File: src/rtl/st3d_pkg.sv
// Shared types, constants and register codes for the 3-D seven-point stencil.
package st3d_pkg;

  // Default grid limits for the top-level parameters
  localparam int DEF_MAX_X = 256;
  localparam int DEF_MAX_Y = 256;
  localparam int DEF_MAX_Z = 1024;

  localparam int RADIUS      = 1;
  localparam int WEIGHT_FRAC = 14;

  localparam int SAMPLE_W = 32;
  localparam int WEIGHT_W = 16;
  localparam int NTAPS    = 7;
  localparam int NBANK    = 8;
  localparam int PRODW    = SAMPLE_W + WEIGHT_W;
  localparam int ACCW     = PRODW + 3;

  // Tap order along the MAC chain; tap k meets weight ck
  localparam int TAP_C  = 0;
  localparam int TAP_ZM = 1;
  localparam int TAP_ZP = 2;
  localparam int TAP_XM = 3;
  localparam int TAP_XP = 4;
  localparam int TAP_YP = 5;
  localparam int TAP_YM = 6;

  localparam logic signed [ACCW-1:0] ROUND_HALF = ACCW'(64'sd1 <<< (WEIGHT_FRAC - 1));
  localparam logic signed [ACCW-1:0] SAT_MAX    = ACCW'(64'sd2147483647);
  localparam logic signed [ACCW-1:0] SAT_MIN    = ACCW'(-64'sd2147483648);

  // Configuration port
  localparam int CFG_AW    = 6;
  localparam int REG_IDX_W = 3;
  localparam int CFG_DW    = 64;

  localparam logic [REG_IDX_W-1:0] REG_GRID_X       = 3'd0;
  localparam logic [REG_IDX_W-1:0] REG_GRID_Y       = 3'd1;
  localparam logic [REG_IDX_W-1:0] REG_GRID_Z       = 3'd2;
  localparam logic [REG_IDX_W-1:0] REG_SWEEP_MARGIN = 3'd3;
  localparam logic [REG_IDX_W-1:0] REG_WEIGHTS_LOW  = 3'd4;
  localparam logic [REG_IDX_W-1:0] REG_WEIGHTS_HIGH = 3'd5;

  typedef struct packed {
    logic [8:0]  grid_x;
    logic [8:0]  grid_y;
    logic [10:0] grid_z;
    logic [9:0]  sweep_margin;
    logic [63:0] weights_low;
    logic [47:0] weights_high;
  } cfg_t;

  typedef struct packed {
    logic signed [31:0] sample;
    logic               grid_start;
  } in_item_t;

  typedef struct packed {
    logic signed [31:0] value;
    logic [7:0]         pos_x;
    logic [7:0]         pos_y;
    logic [9:0]         pos_z;
    logic               written;
    logic               last;
  } out_item_t;

  // Center data that rides along the MAC chain
  typedef struct packed {
    logic [7:0] pos_x;
    logic [7:0] pos_y;
    logic [9:0] pos_z;
    logic       written;
    logic       last;
  } cell_meta_t;

  typedef logic [NTAPS-1:0][SAMPLE_W-1:0] taps_t;

endpackage

File: src/rtl/st3d_cfg.sv
// APB-style configuration register file for the stencil.
module st3d_cfg (
  input  logic                          clk,
  input  logic                          rst_n,
  input  logic                          psel,
  input  logic                          penable,
  input  logic                          pwrite,
  input  logic [st3d_pkg::CFG_AW-1:0]   paddr,
  input  logic [st3d_pkg::CFG_DW-1:0]   pwdata,
  output logic [st3d_pkg::CFG_DW-1:0]   prdata,
  output logic                          pready,
  output st3d_pkg::cfg_t                cfg
);
  import st3d_pkg::*;

  cfg_t                 cfg_r;
  logic [REG_IDX_W-1:0] idx;
  logic                 wen;

  assign pready = 1'b1;
  assign idx    = paddr[CFG_AW-1:3];
  assign wen    = psel && penable && pwrite;
  assign cfg    = cfg_r;

  always_ff @(posedge clk) begin
    if (!rst_n) begin
      cfg_r.grid_x       <= 9'd256;
      cfg_r.grid_y       <= 9'd256;
      cfg_r.grid_z       <= 11'd256;
      cfg_r.sweep_margin <= 10'd1;
      cfg_r.weights_low  <= '0;
      cfg_r.weights_high <= '0;
    end else if (wen) begin
      case (idx)
        REG_GRID_X:       cfg_r.grid_x       <= pwdata[8:0];
        REG_GRID_Y:       cfg_r.grid_y       <= pwdata[8:0];
        REG_GRID_Z:       cfg_r.grid_z       <= pwdata[10:0];
        REG_SWEEP_MARGIN: cfg_r.sweep_margin <= pwdata[9:0];
        REG_WEIGHTS_LOW:  cfg_r.weights_low  <= pwdata;
        REG_WEIGHTS_HIGH: cfg_r.weights_high <= pwdata[47:0];
        default: ;
      endcase
    end
  end

  always_comb begin
    case (idx)
      REG_GRID_X:       prdata = CFG_DW'(cfg_r.grid_x);
      REG_GRID_Y:       prdata = CFG_DW'(cfg_r.grid_y);
      REG_GRID_Z:       prdata = CFG_DW'(cfg_r.grid_z);
      REG_SWEEP_MARGIN: prdata = CFG_DW'(cfg_r.sweep_margin);
      REG_WEIGHTS_LOW:  prdata = cfg_r.weights_low;
      REG_WEIGHTS_HIGH: prdata = CFG_DW'(cfg_r.weights_high);
      default:          prdata = '0;
    endcase
  end

endmodule

File: config.mk
export PLATFORM = sky130hd
export DESIGN_NAME = st3d_cfg
export DESIGN_NICKNAME = d
export VERILOG_FILES = /design/src/rtl/st3d_pkg.sv /design/src/rtl/st3d_cfg.sv
export SDC_FILE = /design/constraint.sdc
export NUM_CORES = 1
export LEC_CHECK = 0
export BUFFER_PORTS_ARGS = -buffer_cell sky130_fd_sc_hd__clkbuf_2
export CORE_AREA = 2 2 123 125
export DETAILED_ROUTE_END_ITERATION = 12
export DIE_AREA = 0 0 125 127
export PLACE_DENSITY = 0.88
export REMOVE_ABC_BUFFERS = 1
export SETUP_SLACK_MARGIN = 0.3
export SLEW_MARGIN = 40
export SYNTH_ARGS = -nofsm -noshare
export SYNTH_HDL_FRONTEND = slang
export SYNTH_SLANG_ARGS = --single-unit
File: constraint.sdc
create_clock -name clk -period 1.4 [get_ports clk]
set_input_delay 0.14 -clock clk [delete_from_list [all_inputs] [get_ports clk]]
set_output_delay 0.14 -clock clk [all_outputs]
set_load 0.02 [all_outputs]
## Yosys cells after proc, flatten, opt, wreduce, memory -nomap -nowiden

Index checks and enable logic that the tools add are counted.
Widths: inputs -> output; s select.

| cells by class | value |
|---|---|
| mux-type cells | 1 |
| equal/unequal tests | 5 |
| reductions and logical operators | 9 |

Operators by type and width:

| kind | count |
|---|---|
| $pmux 64 s6 | 1 |
| $reduce_and 2->1 | 6 |
| $eq 3x2->1 const B | 2 |
| $eq 3x3->1 const B | 2 |
| $eq 3x1->1 const B | 1 |
| $logic_not 3->1 | 1 |
| $logic_and 1x1->1 | 2 |

| word-level totals | value |
|---|---|
| bits of input ports | 75 |
| output and inout bits | 216 |
| register bits after elaboration | 151 |

## Longest topological paths before layout

| depth | value |
|---|---|
| depth after elaboration | 3 |
| gate-level depth with buffers | 7 |

## Least setup slack after synthesis

No wires, ideal clock.

| path | value |
|---|---|
| path type | input-to-output |
| from | input paddr[4] (netlist name) |
| to | output prdata[2] (netlist name) |
| arrival | 1.215 ns |
| stages | 5 |
| slack | 0.045 ns |
| cells stage by stage | buf_6 -> clkbuf_1 -> mux2_2 -> a32oi_1 -> o21ai_1 |

| on the way | value |
|---|---|
| word-level cells in the longest chain between the ends | 2 |

Ends and longest elaborated chain:

| what | RTL line | text |
|---|---|---|
| start, declared | st3d_cfg.sv:8 | `input logic [st3d_pkg::CFG_AW-1:0] paddr,` |
| $eq 3x3->1, or another cell as far along | st3d_cfg.sv:47 | `case (idx)` |
| $pmux 64 s6 * | st3d_cfg.sv:47 |  |
| end, declared | st3d_cfg.sv:10 | `output logic [st3d_pkg::CFG_DW-1:0] prdata,` |

Every way passes the cells marked *; elsewhere a longest branch is shown, timed or not.

## Worst setup path after layout

| path | value |
|---|---|
| from | register cfg_r (netlist bit cfg[3]) |
| to | output prdata[3] (netlist name) |

| on the way | value |
|---|---|
| word-level cells in the longest chain between the ends | 1 |

Ends and longest elaborated chain:

| what | RTL line | text |
|---|---|---|
| start, declared | st3d_cfg.sv:16 | `cfg_t cfg_r;` |
| $pmux 64 s6 | st3d_cfg.sv:47 |  |

Every way passes these cells.

==> impl_metrics.json <==
{
  "result_of_the_run": "complete, but fails checks",
  "violations_in_the_final_reports": "setup timing",
  "totalNegativeSetupSlack_ps": -4790,
  "postRouteWirelength_um": 36600,
  "die-area_sq_um": 15900,
  "min-delay-path-class": "input port to register",
  "post_placement_worst_setup_slack_ps": -130,
  "worst_setup_hold_path_clk_slew_ps": 70,
  "setup_viol": 50,
  "static_leakage_power_nw": 5.72,
  "cts_inserted_buffers": 17,
  "cts.sinks": 151,
  "finalWeightedCongestion": 0.865,
  "instances_no_fill": 1334,
  "post-dp-hpwl_um": 14100,
  "place_inst": 1155,
  "setup_ws_ps": -573,
  "regArea_sq_um": 3250,
  "timing.critical_path.cells": "mux2_4 -> a22oi_2 -> o21ai_1 -> buf_4",
  "synth-seq-area-share_pct": 44.4,
  "cts_root_buf": "sky130_fd_sc_hd__clkbuf_16",
  "crit_fanout": 2,
  "period_share_pct": 141,
  "final_nets": 1210,
  "timing.critical_path.from_type": "register",
  "critical_path.top_delay_family": "compound AO/OA/AOI/OAI gates",
  "maxClockFrequency_mhz": 507,
  "unrepaired_setup_endpoints_after_global_routing": "yes",
  "vdd_ir_drop_max_uv": 892,
  "shortest_clock_period_the_worst_path_allows_after_layout_ps": 1970,
  "endpoint_kind": "output pin",
  "nFillCells": 483,
  "total_area_of_multi_input_combinational_cells_sq_um": 3630,
  "drc_errors": 0,
  "max_stage_delay_ps": 410,
  "syn_inst": 692,
  "finalHoldViolCount": 0,
  "cts-root-to-sink-buffers": 2,
  "antenna_left": 0,
  "timing.critical_path.arrival_ps": 1830,
  "grt_antenna_before_repair": 2,
  "mostFrequentLayoutCell": "sky130_fd_sc_hd__nand2_1",
  "grt_util_all_layers_pct": 36.3,
  "globalRouteOverflowTotal": 0,
  "synth_register_bits": 151,
  "final-max-slew-violation-count": 0,
  "area_delta_synth_final_pct": 93.0,
  "first_pass_grt_wire_length_um": 44900,
  "cts-htree-levels": 4,
  "die_h_um": 127,
  "avgViaCountPerCell": 6.13,
  "grt_pass1_vias": 7876,
  "layout-drive-gt1-share_pct": 58.4,
  "number_of_top_level_pins": 291,
  "yosys_warnings": 0,
  "grt_max_degree": 91,
  "worst_skew_pair.late_latency_ps": 420,
  "routed_wire_length_per_instance_um": 27.5,
  "final_cell_mix": "sky130_fd_sc_hd__nand2_1, sky130_fd_sc_hd__mux2i_1, sky130_fd_sc_hd__dfxtp_2, sky130_fd_sc_hd__buf_4, sky130_fd_sc_hd__clkbuf_8",
  "detailedRoute.firstPassIterationCount": 5,
  "largest_register_ff_count": 151,
  "cts_tree": "built",
  "fin_skew_ps": 0,
  "cp.buffers_inverters": 1,
  "detail_route.iter0.violations": 897,
  "syn_avg_cell_area_sq_um": 9.84,
  "path_class": "register to output pin",
  "die_width_um": 125,
  "critical_path_required_ps": 1260,
  "cpMaxStageDelayCell": "sky130_fd_sc_hd__a22oi_2",
  "powerDensity_nw_per_um2": 832,
  "synth.cell_area_sq_um": 6810,
  "max_cap_viol_count": 0,
  "floorplan.rows": 44,
  "via_count": 8179,
  "design.core.area_sq_um": 14400,
  "post_synth_num_cell_types": 35,
  "initial_utilization_pct": 47.2,
  "portBuffers": 286
}
==> routing by layer <==
| layer | routed length [um] | share of wire [%] | vias to the layer above | GRT usage (%) |
|---|---|---|---|---|
| met4 | 3680 | 10 | 2 | 24.3 |
| li1 | - | - | 3277 | - |
| met1 | 11800 | 32 | 3819 | 36.4 |
| met2 | 17400 | 48 | 760 | 66.7 |
| met5 | 13 | 0.035 | - | 0 |
| met3 | 3730 | 10 | 321 | 9.13 |
==> through the flow <==
stage / hold slack, ps / cell area (sq um) / total power, W / utilization, %
finish: 58.4 / 13100 / 0.0109 / 91.1
global route: 64.3 / 13100 / 0.0111 / 91.0
CTS: 21.2 / 12000 / 0.0106 / 83.3
detailed placement: 381 / 8630 / 0.00514 / 59.8
global placement: 372 / 8630 / 0.00513 / 59.8
floorplan: 229 / 6390 / 0.00471 / -
==> final cells by class <==
class | count | share of cell area (%)
repair buffers | 478 | 40.5
multi-input cells | 483 | 27.7
flip-flops and latches | 151 | 24.7
clock buffers | 21 | 3.51
well taps | 184 | 1.75
clock inverters | 11 | 1.67
inverters | 4 | 0.114
diodes | 2 | 0.0381
==> Yosys cell counts, drive strengths merged <==
cell type | n | share of area, %
or2 | 3 | 0.31
conb | 1 | 0.055
a32oi | 5 | 0.64
nand2 | 213 | 12
nand4 | 1 | 0.18
mux2 | 12 | 2.0
dfxtp | 151 | 44
nand2b | 2 | 0.29
and2b | 1 | 0.15
nand3 | 1 | 0.073
o311ai | 2 | 0.26
and2 | 17 | 1.6
buf | 32 | 4.9
nand4b | 1 | 0.35
clkbuf | 22 | 1.2
inv | 4 | 0.22
mux2i | 154 | 23
a22o | 38 | 4.9
mux4 | 2 | 0.66
a22oi | 5 | 0.55
o22ai | 2 | 0.18
o21ai | 12 | 0.88
a221o | 2 | 0.29
nor2 | 7 | 1.4
o211ai | 2 | 0.22
==> where the power goes <==
group          switching [W]  total [W]  internal [W]
logic               0.000631    0.00122      0.000589
clock network        0.00192    0.00537       0.00345
registers          0.0000369    0.00434       0.00430
==> tightest hold or removal path, stage by stage <==
cell                       delay [ps]
sky130_fd_sc_hd__clkbuf_2         100
sky130_fd_sc_hd__nand2_1          120
sky130_fd_sc_hd__mux2i_1           80
==> cells by family (layout without fill, tap and decap cells) <==
group	Yosys count	after routing	share of synthesized area, %
and+or+nand+nor	246	246	16.0
other	1	3	0.0551
muxes	168	168	25.3
AOI/OAI and AO/OA	68	68	7.92
buffers and inverters	58	514	6.30
DFF	151	151	44.4
==> path summary, 6_finish.rpt <==
path         startpoint  slack [ps]  depth (start not counted)        end
max              cfg[3]        -570                          4  prdata[3]
min           pwdata[8]          60                          3     cfg[8]
max reg2reg    cfg[147]         290                          5   cfg[147]
min reg2reg    cfg[140]         470                          2   cfg[140]
==> timing repair <==
item / CTS / global route
hold endpoints to repair: 91 / 0
endpoints found under the setup margin: 199 / 235
buffers inserted: 34 / 35
pin swaps: 32 / 29
hold buffers: 53 / 0
resized for setup: 495 / 248
gates cloned: 10 / 13
Power figures use the tool's default switching activity.
