## src/rtl/st3d_pkg.sv

```systemverilog
// Shared types, constants and register codes for the 3-D seven-point stencil.
package st3d_pkg;

  // Default grid limits for the top-level parameters
  localparam int DEF_MAX_X = 256;
  localparam int DEF_MAX_Y = 256;
  localparam int DEF_MAX_Z = 1024;

  localparam int RADIUS      = 1;
  localparam int WEIGHT_FRAC = 14;

  localparam int SAMPLE_W = 32;
  localparam int WEIGHT_W = 16;
  localparam int NTAPS    = 7;
  localparam int NBANK    = 8;
  localparam int PRODW    = SAMPLE_W + WEIGHT_W;
  localparam int ACCW     = PRODW + 3;

  // Tap order along the MAC chain; tap k meets weight ck
  localparam int TAP_C  = 0;
  localparam int TAP_ZM = 1;
  localparam int TAP_ZP = 2;
  localparam int TAP_XM = 3;
  localparam int TAP_XP = 4;
  localparam int TAP_YP = 5;
  localparam int TAP_YM = 6;

  localparam logic signed [ACCW-1:0] ROUND_HALF = ACCW'(64'sd1 <<< (WEIGHT_FRAC - 1));
  localparam logic signed [ACCW-1:0] SAT_MAX    = ACCW'(64'sd2147483647);
  localparam logic signed [ACCW-1:0] SAT_MIN    = ACCW'(-64'sd2147483648);

  // Configuration port
  localparam int CFG_AW    = 6;
  localparam int REG_IDX_W = 3;
  localparam int CFG_DW    = 64;

  localparam logic [REG_IDX_W-1:0] REG_GRID_X       = 3'd0;
  localparam logic [REG_IDX_W-1:0] REG_GRID_Y       = 3'd1;
  localparam logic [REG_IDX_W-1:0] REG_GRID_Z       = 3'd2;
  localparam logic [REG_IDX_W-1:0] REG_SWEEP_MARGIN = 3'd3;
  localparam logic [REG_IDX_W-1:0] REG_WEIGHTS_LOW  = 3'd4;
  localparam logic [REG_IDX_W-1:0] REG_WEIGHTS_HIGH = 3'd5;

  typedef struct packed {
    logic [8:0]  grid_x;
    logic [8:0]  grid_y;
    logic [10:0] grid_z;
    logic [9:0]  sweep_margin;
    logic [63:0] weights_low;
    logic [47:0] weights_high;
  } cfg_t;

  typedef struct packed {
    logic signed [31:0] sample;
    logic               grid_start;
  } in_item_t;

  typedef struct packed {
    logic signed [31:0] value;
    logic [7:0]         pos_x;
    logic [7:0]         pos_y;
    logic [9:0]         pos_z;
    logic               written;
    logic               last;
  } out_item_t;

  // Center data that rides along the MAC chain
  typedef struct packed {
    logic [7:0] pos_x;
    logic [7:0] pos_y;
    logic [9:0] pos_z;
    logic       written;
    logic       last;
  } cell_meta_t;

  typedef logic [NTAPS-1:0][SAMPLE_W-1:0] taps_t;

endpackage

```

## src/rtl/st3d_cell.sv

```systemverilog
// MAC cell: multiplies its tap by its weight and adds to the running sum.
module st3d_cell (
  input  logic                                   clk,
  input  logic                                   rst_n,
  input  logic                                   en,
  input  logic signed [st3d_pkg::WEIGHT_W-1:0]   weight,
  input  logic                                   valid_in,
  input  st3d_pkg::cell_meta_t                   meta_in,
  input  st3d_pkg::taps_t                        taps_in,
  input  logic signed [st3d_pkg::ACCW-1:0]       psum_in,
  output logic                                   valid_out,
  output st3d_pkg::cell_meta_t                   meta_out,
  output st3d_pkg::taps_t                        taps_out,
  output logic signed [st3d_pkg::ACCW-1:0]       psum_out
);
  import st3d_pkg::*;

  logic                     valid_r;
  cell_meta_t               meta_r;
  taps_t                    taps_r;
  taps_t                    taps_nxt;
  logic signed [PRODW-1:0]  prod_r;
  logic signed [PRODW-1:0]  prod_nxt;
  logic signed [ACCW-1:0]   psum_r;

  assign prod_nxt = weight * $signed(taps_in[0]);

  // Shift the remaining taps down so the next cell finds its own at slot 0
  always_comb begin
    for (int i = 0; i < NTAPS - 1; i++) begin
      taps_nxt[i] = taps_in[i+1];
    end
    taps_nxt[NTAPS-1] = '0;
  end

  always_ff @(posedge clk) begin
    if (!rst_n) begin
      valid_r <= 1'b0;
    end else if (en) begin
      valid_r <= valid_in;
    end
  end

  always_ff @(posedge clk) begin
    if (en) begin
      meta_r <= meta_in;
      taps_r <= taps_nxt;
      prod_r <= prod_nxt;
      psum_r <= psum_in;
    end
  end

  assign valid_out = valid_r;
  assign meta_out  = meta_r;
  assign taps_out  = taps_r;
  assign psum_out  = psum_r + ACCW'(prod_r);

endmodule

```

## config.mk

```make
export PLATFORM = sky130hd
export DESIGN_NAME = st3d_cell
export DESIGN_NICKNAME = d
export VERILOG_FILES = /design/src/rtl/st3d_pkg.sv /design/src/rtl/st3d_cell.sv
export SDC_FILE = /design/constraint.sdc
export NUM_CORES = 2
export LEC_CHECK = 0
export BUFFER_PORTS_ARGS = -buffer_cell sky130_fd_sc_hd__buf_2
export CAP_MARGIN = 40
export CORE_AREA = 2 2 246 248
export CTS_CLUSTER_DIAMETER = 150
export DETAILED_ROUTE_END_ITERATION = 10
export DIE_AREA = 0 0 248 250
export PLACE_DENSITY = 0.76
export SLEW_MARGIN = 40
export SYNTH_ARGS = -nofsm -noshare
export SYNTH_HDL_FRONTEND = slang
export SYNTH_SLANG_ARGS = --single-unit
```

## constraint.sdc

```tcl
create_clock -name clk -period 9.7 [get_ports clk]
set_input_delay 1.94 -clock clk [delete_from_list [all_inputs] [get_ports clk]]
set_output_delay 1.94 -clock clk [all_outputs]
set_load 0.01 [all_outputs]
```

Word-level counts from Yosys, hierarchy flattened
Index checks and enable logic that the tools add are counted.
{ "totals": {"reg_bits": 320, "output_inout_bits": 304} }
{ "classes": {"n_addsub": 1, "n_mul": 1} }
{ "op_table": {"columns": ["op", "n"], "rows": [
  ["51-bit by 48-bit adder with 51-bit output", 1],
  ["16-bit by 32-bit multiplier with 48-bit output", 1]
]} }

Longest topological paths before layout
{ "depth": {"ltp_word": 1, "ltp_mapped": 25, "ltp_nobuf": 24} }

Worst setup path before layout
OpenSTA, ideal clock, no wires.
{ "synth_timing": {"path_type": "input to register", "from": "in taps_in[22] in the netlist's numbering", "to": "reg prod_r[47], data pin", "stages": 21, "required_time_ns": 9.520, "path_buffers": 1, "setup_slack_ns": 2.037, "setup_time_ns": 0.180, "t_arrival_ns": 7.483, "cell_sequence": "clkbuf_1 -> and2_1 -> fa_1 -> inv_1 -> fa_1 -> inv_1 -> fa_1 -> inv_1 -> fa_1 -> fa_1 -> fa_1 -> inv_1 -> ha_1 -> and4_1 -> a221oi_1 -> nor2b_1 -> a211o_1 -> a311oi_1 -> o31ai_1 -> mux2_1 -> o311ai_1"} }
{ "synth_between": {"elab_chain_len": 1} }
{ "synth_rtl": {"columns": ["item", "line_no", "source"], "rows": [
  ["from (decl)", "st3d_cell.sv:9", "input st3d_pkg::taps_t taps_in,"],
  ["16-bit by 32-bit multiplier with 48-bit output", "st3d_cell.sv:26", "assign prod_nxt = weight * $signed(taps_in[0]);"],
  ["via prod_nxt[47]", "st3d_cell.sv:23", "logic signed [PRODW-1:0] prod_nxt;"],
  ["to (signal assigned)", "st3d_cell.sv:48", "prod_r <= prod_nxt;"],
  ["to (decl)", "st3d_cell.sv:22", "logic signed [PRODW-1:0] prod_r;"]
]} }
The timed path passes the listed nets, and every way through them passes these cells.
A chain may end at the register's enable or synchronous reset.

Worst setup path after layout
{ "layout_timing": {"from": "in weight[1] in the netlist's numbering", "to": "reg prod_r[47], data pin"} }
{ "layout_between": {"elab_chain_len": 1} }
{ "layout_rtl": {"columns": ["item", "line_no", "source"], "rows": [
  ["from (decl)", "st3d_cell.sv:6", "input logic signed [st3d_pkg::WEIGHT_W-1:0] weight,"],
  ["16-bit by 32-bit multiplier with 48-bit output", "st3d_cell.sv:26", null],
  ["via prod_nxt[47]", "st3d_cell.sv:23", null]
]} }
The timed path passes the listed nets, and every way through them passes these cells.

==> summary.txt <==
number of buffer cells added on primary ports = 594
Die ar. = 62000 µm²
number of storage elements in the synthesis netlist = 320
weighted congestion reported at the end of routability-driven placement = 0.975
Slew Limit Headroom = 40.7%
busiest layer in global routing = met2
Initial DRC Count = 2000
height of the chip = 250 µm
Finished Layout Cells = 4152
setup-violating endpoint count in the final report = 0
quantity of hold-fixing buffers added after cts = 0
GR met2 Demand/Resource = 52.0%
Critical Path, Cell by Cell = buf_2 -> nand2_1 -> fa_1 -> fa_1 -> fa_1 -> inv_1 -> fa_1 -> fa_1 -> inv_1 -> fa_1 -> inv_1 -> ha_1 -> and4_1 -> a221oi_1 -> nor2b_1 -> a211o_1 -> a311oi_1 -> o31ai_1 -> mux2_1 -> o311ai_1
Worst Max-Slew Pin Slew = 0.889 ns
grt total ovfl = 0
Root Buffer = sky130_fd_sc_hd__clkbuf_16
Fin Clk Skew = 0 ns
total routed wirelength = 107000 µm
CP Launch Type = input pin
initial cell density of the core = 51.2%
detailed-route DRC error count = 0
core area = 59600 µm²
Synth area leader = sky130_fd_sc_hd__fa_1
data required time at the worst endpoint = 10.06 ns
clock period minus final worst setup slack = 8.26 ns
Post-synth EDFFs = 319
Yosys Warn Count = 0
die boundary width = 248 µm
result of the run = completed
routed wire length per instance = 25.8 µm
global-route wire length before repair = 154000 µm
Setup Total Neg Slack = 0 ns
class of the worst hold path = flip-flop to flip-flop
vias in the first global route = 23100
post-placement cell count = 4075
worst skew pair latency = 0.54 ns
Crit path largest cell delay = 0.58 ns
layout cells sized above 1 = 19.8%
# Max-Cap Violations = 0
maximum frequency from static timing analysis = 121 MHz
maximum net fanout on the critical path = 32
half-perimeter wire length after detailed placement = 88300 µm
First-pass DRT Iterations = 5
kind of end point of the critical path = flip-flop
most used flip-flop cell after synthesis = sky130_fd_sc_hd__edfxtp_1
post-cts gate resize count = 0
final worst path period share = 85.2%
data arrival time of the critical path = 8.62 ns
summed instance area of the synthesized netlist = 30500 µm²
register clock-pin slew on the reported worst setup and hold paths = 0.06 ns
share of Yosys cell area claimed by the top area cell type = 32.0%
share of async-settable or async-resettable flops after synthesis = 0%
number of standard-cell rows in the floorplan = 90
routed vias/inst = 5.46
final setup slack of the worst path = 1.44 ns
maximum number of pins on one net before global-route repair = 150
global routing met1 resource utilization = 46.0%
residual antenna-violating net count after detailed routing = 0
fin nets = 4304
most common library cells after synthesis = sky130_fd_sc_hd__inv_1, sky130_fd_sc_hd__fa_1, sky130_fd_sc_hd__nand2_1
Layout fillers = 5048
count of final max-slew check failures = 0
worst setup slack before clock tree synthesis = 0.990 ns
CTS Buffer Depth = 3
count of cell types in the netlist = 66
syn avg cell area = 10.9 µm²
CP max-delay cell = sky130_fd_sc_hd__buf_2
overall global routing resource usage = 35.1%
global routing usage on met3 = 16.2%
P&R area growth vs syn = 15.4%
cell count after synthesis = 2794
unrepaired setup endpoints after global routing = false
clock tree from TritonCTS = yes
Hold Violations, Final = 0
most numerous cell in the Yosys netlist = sky130_fd_sc_hd__inv_1
postcts setup bufs = 0
most repeated library cell on the critical path = sky130_fd_sc_hd__fa_1
TritonCTS Sinks = 320
share of the yosys chip area belonging to registers = 31.5%
number of top-level pins = 627
class of the most critical setup path = input pin to flip-flop
number of H-tree levels = 2
number of buffers inserted during clock tree synthesis = 35
cells taking the most area after synthesis = sky130_fd_sc_hd__fa_1, sky130_fd_sc_hd__edfxtp_1, sky130_fd_sc_hd__inv_1
vias = 22700
number of antenna violations at the first check in global routing = 26
## flip-flops by register name, indices dropped and copies added, names as in the netlist
signal,cells
taps_out,192
psum_r,51
prod_r,48
meta_out,28
valid_out,1
## stage by stage
stage | hold WS (ns) | instance area (µm²) | util, %
6_report | 0.533 | 35200 | 59.1
5_1_grt | 0.577 | 35200 | 59.1
4_1_cts | 0.537 | 35200 | 59.0
3_5_place_dp | 0.518 | 34000 | 57.1
3_3_place_gp | 0.499 | 34000 | 57.1
2_1_floorplan | 0.538 | 30600 | -
## path summary, 6_finish.rpt
| kind | startpoint | end | slack (ns) | cells after the start |
|---|---|---|---|---|
| min reg2reg | valid_out | valid_out | 0.53 | 2 |
| max | weight[1] | prod_r[47] | 1.44 | 20 |
| max reg2reg | valid_out | valid_out | 9.10 | 2 |
| min | valid_out | valid_out | 0.53 | 2 |
## cell families (layout without fill, tap and decap cells)
group,after synthesis,in the layout,share of synthesized area (%)
AO/OA/AOI/OAI,298,298,6.44
XOR/XNOR,100,100,2.87
adder cells (fa/ha/maj),651,651,38.7
buffers and inverters,718,1250,9.24
flip-flops,320,320,31.5
multiplexers,2,2,0.0698
other,1,45,0.0123
AND/OR/NAND/NOR,704,704,11.2
## layout by cell type, fill, tap and decap left out, types with 11 or more instances in the layout
master,count
sky130_fd_sc_hd__and3_1,19
sky130_fd_sc_hd__a21oi_1,96
sky130_fd_sc_hd__a21o_1,43
sky130_fd_sc_hd__nand2_1,332
sky130_fd_sc_hd__nor2_1,61
sky130_fd_sc_hd__nand3_1,18
sky130_fd_sc_hd__o21bai_1,16
sky130_fd_sc_hd__and2_1,209
sky130_fd_sc_hd__a211oi_1,11
sky130_fd_sc_hd__xor2_1,30
sky130_fd_sc_hd__nand4_1,13
sky130_fd_sc_hd__nand2b_1,15
sky130_fd_sc_hd__o21ai_0,50
sky130_fd_sc_hd__clkbuf_16,35
sky130_fd_sc_hd__diode_2,13
sky130_fd_sc_hd__o21a_1,12
sky130_fd_sc_hd__buf_2,593
sky130_fd_sc_hd__edfxtp_1,319
sky130_fd_sc_hd__conb_1,32
sky130_fd_sc_hd__xnor2_1,70
sky130_fd_sc_hd__ha_1,164
sky130_fd_sc_hd__fa_1,487
sky130_fd_sc_hd__inv_1,586
## final cells by class
| cell class | count | area, µm² | share of cell area (%) |
|---|---|---|---|
| Tap cell | 782 | 978 | 2.78 |
| Clock buffer | 41 | 898 | 2.55 |
| Inverter | 587 | 2200 | 6.26 |
| Antenna cell | 13 | 32.5 | 0.0924 |
| Sequential cell | 320 | 9600 | 27.3 |
| Multi-Input combinational cell | 1787 | 18200 | 51.7 |
| Timing Repair Buffer | 599 | 3040 | 8.63 |
| Clock inverter | 23 | 254 | 0.722 |
## metal layers
metal | vias up | part of all wire (%)
li1 | 9756 | -
met1 | 11500 | 38
met2 | 1258 | 44
met3 | 149 | 15
met4 | 6 | 2.8
met5 | - | 0.038
## critical path: cells and delay by family
family	cells	cell delay, ns
compound gates	5	1.50
mux	1	0.34
buf+inv	4	0.76
fa+ha+maj	7	3.52
simple gates	3	0.55
Power is not shown: default switching activity piles up to over one toggle a cycle in this logic, so the estimate is an artifact.
